[src/hdl/ipd_pkg.sv]
// ----------------------------------------------------------------------------
// ipd_pkg: shared types and constants for the IPD header parser
// Phase and status codes, result and field-unit interface structs,
// header prefix lookup.
// ----------------------------------------------------------------------------
`default_nettype none

package ipd_pkg;

    localparam int MAX_LINE = 4096;
    localparam int BPOS_W   = 13;           // holds 0..MAX_LINE
    localparam int HDR_LEN  = 5;            // "+IPD,"
    localparam int PPOS_W   = 3;
    localparam int ACC_W    = 32;           // magnitude 0..2^31
    localparam int ACC_X_W  = ACC_W + 4;    // room for acc*10+9

    localparam logic [ACC_X_W-1:0] MAG_LIMIT = ACC_X_W'(64'h8000_0000);

    localparam logic [7:0] CH_COMMA = 8'h2C;
    localparam logic [7:0] CH_COLON = 8'h3A;
    localparam logic [7:0] CH_PLUS  = 8'h2B;
    localparam logic [7:0] CH_MINUS = 8'h2D;
    localparam logic [7:0] CH_SPACE = 8'h20;
    localparam logic [7:0] CH_TAB   = 8'h09;
    localparam logic [7:0] CH_CR    = 8'h0D;
    localparam logic [7:0] CH_ZERO  = 8'h30;
    localparam logic [7:0] CH_NINE  = 8'h39;

    typedef enum logic [2:0] {
        PH_IDLE,
        PH_PREFIX,
        PH_FIELD1,
        PH_FIELD2,
        PH_DONE
    } phase_t;

    typedef enum logic [1:0] {
        ST_OK,
        ST_BAD_PREFIX,
        ST_BAD_FORMAT,
        ST_LINE_END
    } status_t;

    // number stage inside a field
    typedef enum logic [1:0] {
        NS_SKIP,
        NS_SIGN,
        NS_DIGITS
    } num_stage_t;

    typedef struct packed {
        status_t             status;
        logic signed [15:0]  link_id;
        logic signed [31:0]  payload_length;
        logic [12:0]         data_offset;
    } ipd_result_t;

    typedef struct packed {
        logic clear;
        logic take;
    } ipd_field_ctl_t;

    typedef struct packed {
        logic               take_ok;
        logic               can_end;
        logic signed [31:0] value;
    } ipd_field_sts_t;

    function automatic logic [7:0] hdr_char(input logic [PPOS_W-1:0] pos);
        logic [7:0] c;
        unique case (pos)
            3'd0:    c = 8'h2B;  // '+'
            3'd1:    c = 8'h49;  // 'I'
            3'd2:    c = 8'h50;  // 'P'
            3'd3:    c = 8'h44;  // 'D'
            3'd4:    c = 8'h2C;  // ','
            default: c = 8'h00;
        endcase
        return c;
    endfunction

endpackage

`default_nettype wire

[src/hdl/ipd_field_unit.sv]
// ----------------------------------------------------------------------------
// ipd_field_unit: decimal field accumulator
// Whitespace / sign / digit state and saturating x10 accumulator.
// ----------------------------------------------------------------------------
`default_nettype none

module ipd_field_unit
    import ipd_pkg::*;
(
    input  wire logic           aclk,
    input  wire logic           aresetn,
    input  wire logic [7:0]     char_in,
    input  ipd_field_ctl_t      ctl,
    output ipd_field_sts_t      sts
);

    logic [ACC_W-1:0] accum_reg, accum_next;
    logic             negative_reg, negative_next;
    num_stage_t       stage_reg, stage_next;
    logic             used_reg, used_next;

    logic                is_digit, is_ws, is_sign;
    logic [ACC_X_W-1:0]  acc_x10;
    logic signed [31:0]  value_c;

    assign is_digit = (char_in >= CH_ZERO) && (char_in <= CH_NINE);
    assign is_ws    = (char_in == CH_SPACE) || ((char_in >= CH_TAB) && (char_in <= CH_CR));
    assign is_sign  = (char_in == CH_PLUS) || (char_in == CH_MINUS);

    // acc*10 + digit as two shifts and adds
    assign acc_x10 = {1'b0, accum_reg, 3'b000} + {3'b000, accum_reg, 1'b0}
                   + ACC_X_W'(char_in - CH_ZERO);

    assign sts.take_ok = is_digit || ((stage_reg == NS_SKIP) && (is_ws || is_sign));
    assign sts.can_end = (stage_reg == NS_DIGITS) || !used_reg;
    assign sts.value   = value_c;

    always_comb begin
        if (negative_reg) begin
            value_c = -$signed(accum_reg);
        end else if (accum_reg[ACC_W-1]) begin
            value_c = 32'sh7FFF_FFFF;
        end else begin
            value_c = $signed(accum_reg);
        end
    end

    always_comb begin
        accum_next    = accum_reg;
        negative_next = negative_reg;
        stage_next    = stage_reg;
        used_next     = used_reg;
        if (ctl.clear) begin
            accum_next    = '0;
            negative_next = 1'b0;
            stage_next    = NS_SKIP;
            used_next     = 1'b0;
        end else if (ctl.take) begin
            if (is_digit) begin
                stage_next = NS_DIGITS;
                accum_next = (acc_x10 > MAG_LIMIT) ? ACC_W'(MAG_LIMIT)
                                                   : acc_x10[ACC_W-1:0];
            end else if (stage_reg == NS_SKIP && is_ws) begin
                used_next = 1'b1;
            end else if (stage_reg == NS_SKIP && is_sign) begin
                negative_next = (char_in == CH_MINUS);
                stage_next    = NS_SIGN;
                used_next     = 1'b1;
            end
        end
    end

    always_ff @(posedge aclk) begin
        if (!aresetn) begin
            accum_reg    <= '0;
            negative_reg <= 1'b0;
            stage_reg    <= NS_SKIP;
            used_reg     <= 1'b0;
        end else begin
            accum_reg    <= accum_next;
            negative_reg <= negative_next;
            stage_reg    <= stage_next;
            used_reg     <= used_next;
        end
    end

endmodule

`default_nettype wire

[src/hdl/ipd_parser_core.sv]
// ----------------------------------------------------------------------------
// ipd_parser_core: line phase control for the IPD header parser
// Prefix match, field sequencing, byte position and result forming.
// ----------------------------------------------------------------------------
`default_nettype none

module ipd_parser_core
    import ipd_pkg::*;
(
    input  wire logic        aclk,
    input  wire logic        aresetn,
    input  wire logic        step,
    input  wire logic [7:0]  char_in,
    input  wire logic        line_begin,
    input  wire logic        line_end,
    output logic             emit,
    output ipd_result_t      result
);

    phase_t             phase_reg, phase_next;
    logic [PPOS_W-1:0]  ppos_reg, ppos_next;
    logic signed [31:0] first_reg, first_next;
    logic [BPOS_W-1:0]  bpos_reg, bpos_next;

    ipd_field_ctl_t     fctl;
    ipd_field_sts_t     fsts;

    // view of the state as seen by this byte (line_begin restarts the line)
    phase_t             ph;
    logic [PPOS_W-1:0]  ppos;
    logic [BPOS_W-1:0]  bpos;
    logic               pre_match, pre_last, is_comma, is_colon, in_field;
    logic [BPOS_W:0]    bpos_inc;
    logic [12:0]        offset;
    logic signed [15:0] link_sat;

    assign ph        = line_begin ? PH_PREFIX : phase_reg;
    assign ppos      = line_begin ? '0 : ppos_reg;
    assign bpos      = line_begin ? '0 : bpos_reg;
    assign pre_match = (char_in == hdr_char(ppos));
    assign pre_last  = (ppos == PPOS_W'(HDR_LEN - 1));
    assign is_comma  = (char_in == CH_COMMA);
    assign is_colon  = (char_in == CH_COLON);
    assign in_field  = (ph == PH_FIELD1) || (ph == PH_FIELD2);
    assign bpos_inc  = {1'b0, bpos} + 1'b1;
    assign offset    = (bpos_inc > (BPOS_W+1)'(MAX_LINE)) ? 13'(MAX_LINE)
                                                          : 13'(bpos_inc);

    always_comb begin
        if (first_reg > 32'sd32767) begin
            link_sat = 16'sh7FFF;
        end else if (first_reg < -32'sd32768) begin
            link_sat = -16'sh8000;
        end else begin
            link_sat = first_reg[15:0];
        end
    end

    ipd_field_unit u_field (
        .aclk    (aclk),
        .aresetn (aresetn),
        .char_in (char_in),
        .ctl     (fctl),
        .sts     (fsts)
    );

    // next state
    always_comb begin
        phase_next = phase_reg;
        ppos_next  = ppos_reg;
        first_next = first_reg;
        bpos_next  = bpos_reg;
        if (step) begin
            phase_next = ph;
            ppos_next  = ppos;
            first_next = line_begin ? '0 : first_reg;
            bpos_next  = bpos;
            unique case (ph)
                PH_PREFIX: begin
                    if (!pre_match) begin
                        phase_next = PH_DONE;
                    end else if (pre_last) begin
                        phase_next = PH_FIELD1;
                    end else begin
                        ppos_next = ppos + 1'b1;
                    end
                end
                PH_FIELD1, PH_FIELD2: begin
                    if (is_comma && ph == PH_FIELD1) begin
                        if (fsts.can_end) begin
                            phase_next = PH_FIELD2;
                            first_next = fsts.value;
                        end else begin
                            phase_next = PH_DONE;
                        end
                    end else if (is_colon) begin
                        phase_next = PH_DONE;
                    end else if (!fsts.take_ok) begin
                        phase_next = PH_DONE;
                    end
                end
                PH_IDLE, PH_DONE: begin
                end
                default: begin
                end
            endcase
            if (line_end) begin
                phase_next = PH_IDLE;
            end
            if (ph != PH_IDLE) begin
                bpos_next = bpos_inc[BPOS_W] ? bpos : BPOS_W'(bpos_inc);
                if (bpos_inc > (BPOS_W+1)'(MAX_LINE)) begin
                    bpos_next = BPOS_W'(MAX_LINE);
                end
            end
        end
    end

    // outputs: result and field unit control
    always_comb begin
        emit       = 1'b0;
        result     = '0;
        fctl.clear = 1'b0;
        fctl.take  = 1'b0;
        if (step) begin
            unique case (ph)
                PH_PREFIX: begin
                    if (!pre_match) begin
                        emit          = 1'b1;
                        result.status = ST_BAD_PREFIX;
                    end else if (pre_last) begin
                        fctl.clear = 1'b1;
                    end
                end
                PH_FIELD1, PH_FIELD2: begin
                    if (is_comma && ph == PH_FIELD1) begin
                        if (fsts.can_end) begin
                            fctl.clear = 1'b1;
                        end else begin
                            emit          = 1'b1;
                            result.status = ST_BAD_FORMAT;
                        end
                    end else if (is_colon) begin
                        emit = 1'b1;
                        if (!fsts.can_end) begin
                            result.status = ST_BAD_FORMAT;
                        end else begin
                            result.status         = ST_OK;
                            result.link_id        = (ph == PH_FIELD2) ? link_sat : '0;
                            result.payload_length = fsts.value;
                            result.data_offset    = offset;
                        end
                    end else begin
                        fctl.take = 1'b1;
                        if (!fsts.take_ok) begin
                            emit          = 1'b1;
                            result.status = ST_BAD_FORMAT;
                        end
                    end
                end
                PH_IDLE, PH_DONE: begin
                end
                default: begin
                end
            endcase
            // line over with header still open; the byte that completes
            // the prefix has already moved the line into the first field
            if (line_end && !emit && ph == PH_PREFIX && !pre_last) begin
                emit          = 1'b1;
                result.status = ST_BAD_PREFIX;
            end else if (line_end && !emit && (in_field || ph == PH_PREFIX)) begin
                emit          = 1'b1;
                result.status = ST_LINE_END;
            end
        end
    end

    always_ff @(posedge aclk) begin
        if (!aresetn) begin
            phase_reg <= PH_IDLE;
            ppos_reg  <= '0;
            first_reg <= '0;
            bpos_reg  <= '0;
        end else begin
            phase_reg <= phase_next;
            ppos_reg  <= ppos_next;
            first_reg <= first_next;
            bpos_reg  <= bpos_next;
        end
    end

endmodule

`default_nettype wire

[src/hdl/ipd_header_parser_unit.sv]
// ----------------------------------------------------------------------------
// ipd_header_parser_unit: "+IPD,<id>,<len>:" header parser, top level
// One line byte per item in, at most one header result per line out.
// ----------------------------------------------------------------------------
//
//  Channel | Direction | Ports
//  --------+-----------+----------------------------------------------------
//  input   | in        | s_valid, s_ready, s_char_in, s_line_begin, s_line_end
//  result  | out       | m_valid, m_ready, m_status, m_link_id,
//          |           | m_payload_length, m_data_offset
//
//  Flow: one item per cycle sustained while results are taken; a result
//  passes through two registers after its input item is accepted (the item
//  lands in the input register, then the result register is loaded from it).
//  The per-byte step (prefix compare, x10 accumulate, saturation) sits
//  between the input register and the result register.
//  Reset: synchronous, active low aresetn; parser returns to idle and waits
//  for a line_begin item. No clearing pass.
//  Stalls: the input register advances whenever it is empty or the result
//  register is empty or being taken, so an item can be accepted while a result is taken.
//
`default_nettype none

module ipd_header_parser_unit
    import ipd_pkg::*;
(
    input  wire logic               aclk,
    input  wire logic               aresetn,
    // input channel
    input  wire logic               s_valid,
    output logic                    s_ready,
    input  wire logic [7:0]         s_char_in,
    input  wire logic               s_line_begin,
    input  wire logic               s_line_end,
    // result channel
    output logic                    m_valid,
    input  wire logic               m_ready,
    output logic [1:0]              m_status,
    output logic signed [15:0]      m_link_id,
    output logic signed [31:0]      m_payload_length,
    output logic [12:0]             m_data_offset
);

    // input register
    logic        in_valid_reg;
    logic [7:0]  in_char_reg;
    logic        in_begin_reg;
    logic        in_end_reg;

    // result register
    logic        out_valid_reg;
    ipd_result_t out_reg;

    logic        advance;   // result register can take a new value
    logic        step;      // the registered item is processed this cycle
    logic        emit;
    ipd_result_t result;

    assign advance = !out_valid_reg || m_ready;
    assign step    = in_valid_reg && advance;
    assign s_ready = !in_valid_reg || advance;

    always_ff @(posedge aclk) begin
        if (!aresetn) begin
            in_valid_reg <= 1'b0;
        end else if (s_ready) begin
            in_valid_reg <= s_valid;
        end
    end

    // payload needs no reset
    always_ff @(posedge aclk) begin
        if (s_valid && s_ready) begin
            in_char_reg  <= s_char_in;
            in_begin_reg <= s_line_begin;
            in_end_reg   <= s_line_end;
        end
    end

    ipd_parser_core u_core (
        .aclk       (aclk),
        .aresetn    (aresetn),
        .step       (step),
        .char_in    (in_char_reg),
        .line_begin (in_begin_reg),
        .line_end   (in_end_reg),
        .emit       (emit),
        .result     (result)
    );

    always_ff @(posedge aclk) begin
        if (!aresetn) begin
            out_valid_reg <= 1'b0;
        end else if (step) begin
            out_valid_reg <= emit;
        end else if (m_ready) begin
            out_valid_reg <= 1'b0;
        end
    end

    always_ff @(posedge aclk) begin
        if (step && emit) begin
            out_reg <= result;
        end
    end

    assign m_valid          = out_valid_reg;
    assign m_status         = out_reg.status;
    assign m_link_id        = out_reg.link_id;
    assign m_payload_length = out_reg.payload_length;
    assign m_data_offset    = out_reg.data_offset;

    // blocked input item is never dropped
    a_in_hold: assert property (@(posedge aclk) disable iff (!aresetn)
        in_valid_reg && !advance |=> in_valid_reg)
        else $error("input item lost while result register blocked");

    // a header result always points past "+IPD,:"
    a_ok_offset: assert property (@(posedge aclk) disable iff (!aresetn)
        m_valid && m_status == ST_OK |-> m_data_offset >= 13'd6)
        else $error("ok result with impossible data offset");

    // error results carry zero fields
    a_err_zero: assert property (@(posedge aclk) disable iff (!aresetn)
        m_valid && m_status != ST_OK |->
            m_link_id == '0 && m_payload_length == '0 && m_data_offset == '0)
        else $error("error result with nonzero fields");

    // reset empties both registers
    a_reset_empty: assert property (@(posedge aclk)
        !aresetn |=> !m_valid && !in_valid_reg)
        else $error("registers not empty after reset");

endmodule

`default_nettype wire

[config.mk]
export PLATFORM = sky130hd
export DESIGN_NAME = ipd_header_parser_unit
export DESIGN_NICKNAME = d
export VERILOG_FILES = /design/src/hdl/ipd_pkg.sv /design/src/hdl/ipd_field_unit.sv /design/src/hdl/ipd_parser_core.sv /design/src/hdl/ipd_header_parser_unit.sv
export SDC_FILE = /design/constraint.sdc
export NUM_CORES = 1
export LEC_CHECK = 0
export BUFFER_PORTS_ARGS = -buffer_cell sky130_fd_sc_hd__buf_2
export CORE_AREA = 8 8 173 175
export DETAILED_ROUTE_END_ITERATION = 8
export DIE_AREA = 0 0 181 183
export PLACE_DENSITY = 0.64
export SLEW_MARGIN = 25
export SYNTH_ARGS = -nofsm -noshare
export SYNTH_HDL_FRONTEND = slang
export SYNTH_HIERARCHICAL = 1
export SYNTH_SLANG_ARGS = --single-unit
[constraint.sdc]
create_clock -name aclk -period 15.3 [get_ports aclk]
set_input_delay 2.295 -clock aclk [delete_from_list [all_inputs] [get_ports aclk]]
set_output_delay 2.295 -clock aclk [all_outputs]
set_load 0.005 [all_outputs]
=== Yosys cells after proc, flatten, opt, wreduce, memory -nomap -nowiden ===
Cells that the tools add are included.
Widths: inputs -> output; s select.

* Add/subtract/negate cells: 6
* $lt $le $gt $ge: 8
* Eq/ne operators: 15
* Mux-type cells: 62
* Bitwise logic cells: 8
* Reductions and logical operators: 44

{| class="wikitable"
|+ Operator list
! operator !! count
|-
| $mux 32 || 6
|-
| $mux 13 || 5
|-
| $eq 8x6->1 const B || 5
|-
| $add 35x33->36 || 1
|-
| $add 36x36->36 || 1
|-
| $gt 36x32->1 const B || 1
|-
| $mux 3 || 12
|-
| $pmux 7 s5 || 1
|-
| $gt 32x16->1 const B || 1
|-
| $lt 32x16->1 const B || 1
|-
| $neg 32->32 || 1
|-
| $mux 31 || 1
|-
| $mux 1 || 22
|-
| $mux 2 || 9
|-
| $mux 16 || 1
|-
| $mux 15 || 1
|-
| $add 13x1->14 const B || 1
|-
| $gt 14x13->1 const B || 1
|-
| $logic_and 1x1->1 || 13
|-
| $eq 3x2->1 const B || 4
|-
| $reduce_or 6->1 || 2
|-
| $logic_or 1x1->1 || 9
|-
| $sub 8x6->9 const B || 1
|-
| $eq 8x7->1 || 1
|-
| other kinds (24) || 42
|}

* Flip-flop bits (word level): 162
* Input port bits: 14
* Output and inout bits: 65

=== Longest topological paths before layout ===
* Depth after elaboration: 18
* Depth in mapped cells: 19
* Depth with buffers taken out: 14

=== Modules after synthesis ===
Netlist, hierarchy kept.

{| class="wikitable"
|+ Modules (own cells, without submodules)
! module !! instances !! cells each !! area an instance (um^2)
|-
| ipd_field_unit || 1 || 680 || 5,173.7
|-
| ipd_parser_core || 1 || 453 || 3,514.6
|-
| ipd_header_parser_unit || 1 || 86 || 2,304.7
|}

=== Worst setup path before layout ===
OpenSTA, ideal clock, no wires.

* Path type: input-to-reg
* From: input m_ready
* To: register out_reg (netlist bit m_data_offset[0]) (enable)
* Arrival: 5,589 ps
* Required time: 14,816 ps
* Path slack: 9,227 ps
* Cell stages on the path: 7
* Path buffers: 1
* Cells stage by stage: nand2b_4 > and2_1 > buf_2 > inv_1 > nor2_1 > nand2_1 > nor2_1

* Longest elaborated chain between the ends: 4

{| class="wikitable"
|+ RTL lines
! item !! line !! RTL
|-
| start, declared || ipd_header_parser_unit.sv:37 || <nowiki>input wire logic m_ready,</nowiki>
|-
| $logic_or 1x1->1 || ipd_header_parser_unit.sv:59 || <nowiki>assign advance = !out_valid_reg || m_ready;</nowiki>
|-
| $logic_and 1x1->1 || ipd_header_parser_unit.sv:60 || <nowiki>assign step = in_valid_reg && advance;</nowiki>
|-
| net step || ipd_header_parser_unit.sv:55 || <nowiki>logic step;</nowiki>
|-
| $mux 1 || ipd_parser_core.sv:125 || <nowiki>if (step) begin</nowiki>
|-
| net emit || ipd_header_parser_unit.sv:56 || <nowiki>logic emit;</nowiki>
|-
| $logic_and 1x1->1 || ipd_header_parser_unit.sv:102 || <nowiki>if (step && emit) begin</nowiki>
|-
| end signal, assigned || ipd_header_parser_unit.sv:103 || <nowiki>out_reg <= result;</nowiki>
|-
| end, declared || ipd_header_parser_unit.sv:52 || <nowiki>ipd_result_t out_reg;</nowiki>
|}

The timed path passes the listed nets, and every way through them passes these cells.
A chain may end at the register's enable or synchronous reset.

=== Final worst setup path ===
* From: register in_char_reg[4]
* To: register u_core.u_field.accum_reg[29]

* Longest elaborated chain between the ends: 6
* Elaborated cells between the ends (all ways): 20

{| class="wikitable"
|+ RTL lines
! item !! line !! RTL
|-
| start, declared || ipd_header_parser_unit.sv:46 || <nowiki>logic [7:0] in_char_reg;</nowiki>
|-
| start signal, assigned || ipd_header_parser_unit.sv:74 || <nowiki>in_char_reg <= s_char_in;</nowiki>
|-
| branches (longest 6 deep; another with $add 36x36->36) || n/a ||
|-
| end signal, assigned || ipd_field_unit.sv:80 || <nowiki>accum_reg <= accum_next;</nowiki>
|-
| end, declared || ipd_field_unit.sv:17 || <nowiki>logic [ACC_W-1:0] accum_reg, accum_next;</nowiki>
|}

Parallel ways; which one is timed is not known.

==> impl_metrics.ini <==
[detailed_routing]
route.met2.wl_mm = 12.14
drc = 0
maxUsedRoutingLayer = met4
firstDrtPassIters = 5
wl_met3_mm = 1.372
route.vias.total = 9249
routed_wl_mm = 27.08
ant_nets = 0
wl_per_cell_um = 16.68
drt-initial-drc-count = 753
vias_per_cell = 5.699
wl_met1_mm = 13.11

[yosys]
seq_area_frac_synth_pct = 36.15
avgSynthCellArea_sq_um = 9.018
synth_fp_nets = 1309
synth_ff_type = dfxtp_1
synth_cells = 1219
yosysTopAreaCell = edfxtp_1
synth_seq_cells = 162
async_flop_share_pct = 0
synth_top_cell_area_share_pct = 19.94
mappedNetlistArea_sq_mm = 0.01099
synth_enable_flop_cells = 73
yosysUniqueCellTypes = 97
synth-warning-count = 6
ys_top_cells_by_area = edfxtp_1, dfxtp_1, fa_1

[layout]
area_growth_pct = 10.61
fin_util_pct = 44.50
layout_common_cells = nand2_1, nor2_1, dfxtp_1
fill_cells = 2645
fin_nets = 1354
layout-drive-gt1-share_pct = 11.90
final_common_cell = nand2_1
antenna_cells = 0
final_cells = 1623

[worst_setup_path]
critPathLaunchType = flip-flop
worst-setup-path-type = flip-flop to flip-flop
crit_family = simple AND/OR/NAND/NOR gates
worst-path-buf-inv = 1
worstPathArrival_ps = 6360
ff2ff_setup_slack_ps = 9300
slowest_stage = nor4_4
crit_chain = ha_1 -> or3_1 -> inv_2 -> fa_1 -> ha_1 -> nand2_1 -> or3_1 -> nor4_1 -> o21ai_0 -> mux2i_1 -> nor4_4 -> and2_1 -> a22o_1
worst-endpoint-required_ps = 15660
crit_path_max_incr_delay_ps = 750
cp_max_fo = 26
cp-end-kind = flip-flop

[floorplanning]
core_sq_mm = 0.02732
die_y_um = 183
die_area_sq_mm = 0.03312
initial_core_util_pct = 40.23
fp-row-count = 61
io_pins = 79
fp.dieW_um = 181

[place]
routabilityCongestion = 0.8945
portBuffers = 78
post-dp-hpwl_mm = 20.46
dp_cells = 1591

[sta]
clock_skew_ps = 13.49
period_share_pct = 39.19
maxSlewViolCount = 0
hold_viol = 0
tns_ps = 0
worstMarginPinSlew_ps = 928.1
rsz0062_at_grt = false
setup_viol = 0
max_clock_freq_mhz = 166.8
post-route-min-period_ps = 5996
slew_headroom_pct = 38.13

[clock_network]
clk_pin_slew_ps = 70
cts_made_buffers = 17
postCtsHoldBufs = 0
ctsRootBufferMaster = clkbuf_16
clock_path_buffers = 2
cts_resized = 0
clk_latency_ps = 430
htreeDepth = 4
cts_setup_buffers = 0
clock-sinks = 162
cts_tree = built

[grt]
grt_overflow_total = 0
grt_usage_pct = 16.20
grt_start_max_net_pins = 64
antenna_found_initial = 0
grt_pass1_vias = 8635
grt_pass1_wl_mm = 44.99

[pwr]
cellLeakagePower_nw = 4.790
power.density_mw_per_mm2 = 76.61
power.total_w = 0.0009315
peakVddDrop_mv = 0.06688

[hold_path]
hold_class = flip-flop to flip-flop

[status]
outcome = finished clean

[job]
cap_violations = 0
## Yosys cell counts (6+ instances only)
library cell / count
a211oi_1: 8
a21boi_1: 6
a21o_1: 11
a21oi_1: 78
a22o_1: 8
a22oi_1: 33
a31oi_1: 11
and2_1: 44
and3_1: 15
buf_2: 19
clkbuf_1: 33
dfxtp_1: 89
edfxtp_1: 73
fa_1: 31
ha_1: 45
inv_1: 32
mux2i_1: 6
nand2_1: 123
nand2b_1: 11
nand3_1: 19
nand3b_1: 8
nand4_1: 22
nor2_1: 118
nor2b_1: 44
nor3_1: 21
nor3b_1: 9
nor4_1: 21
o211ai_1: 9
o21a_1: 12
o21ai_0: 50
o21ai_1: 20
o31ai_1: 13
or3_1: 12
xnor2_1: 37
xor2_1: 17
## worst paths after layout
| check | from | endpoint | depth (start not counted) |
|---|---|---|---|
| worst max-delay path | in_char_reg[4]$_DFFE_PP_ | u_core/u_field/accum_reg[29]$_SDFFE_PP0P_ | 13 |
| worst min-delay path | u_core/bpos_reg[10]$_SDFFE_PN0P_ | u_core/bpos_reg[10]$_SDFFE_PN0P_ | 2 |
| worst max register to register | in_char_reg[4]$_DFFE_PP_ | u_core/u_field/accum_reg[29]$_SDFFE_PP0P_ | 13 |
| worst min register to register | u_core/bpos_reg[10]$_SDFFE_PN0P_ | u_core/bpos_reg[10]$_SDFFE_PN0P_ | 2 |
## kinds of logic (layout without fill, tap and decap cells)
kind of cell,after synthesis,in the layout,synth area share [%]
flops,162,162,36.15
compound gates,316,316,19.04
mux,7,7,0.6488
xor+xnor,54,54,4.302
buf+inv,93,151,3.961
fa+ha+maj,76,76,10.77
simple gates,511,511,25.13
## worst register-to-register path, stage by stage, from the launching register on
cell and delay [ps]:
edfxtp_1 510, ha_1 310, or3_1 460, inv_2 520, fa_1 550, ha_1 520, nand2_1 200, or3_1 400
nor4_1 720, o21ai_0 210, mux2i_1 210, nor4_4 750, and2_1 390, a22o_1 180
## power by group
part	switching (W)	total (W)	internal [W]
Combinational	0.0000387	0.0000597	0.0000210
Clock	0.000185	0.000415	0.000230
Sequential	0.00000403	0.000457	0.000453
Total	0.000228	0.000931	0.000703
## stage by stage
stage	instance area [sq um]	worst slack, ps	hold WS (ps)
floorplan	10990	9227	430.5
global placement	11580	9102	448.3
detailed placement	11580	9391	479.5
CTS	12160	9363	494.2
global route	12160	8795	521.5
finish	12160	9304	489.8
## layer usage
layer  vias up  track usage [%]
met4         0            5.215
li1       4541                -
met5         -                0
met2       258            25.39
met3        42            3.106
met1      4408            22.30
## cell type report
| type | count | area, sq um | area share [%] |
|---|---|---|---|
| timing repair buffer | 87 | 457.9 | 3.766 |
| inverter | 32 | 120.1 | 0.9879 |
| sequential | 162 | 3974 | 32.68 |
| clock buffer | 17 | 425.4 | 3.499 |
| tap | 346 | 432.9 | 3.560 |
| multi-input combinational | 964 | 6599 | 54.27 |
| clock inverter | 15 | 150.1 | 1.235 |
(Power assumes the default switching activity.)
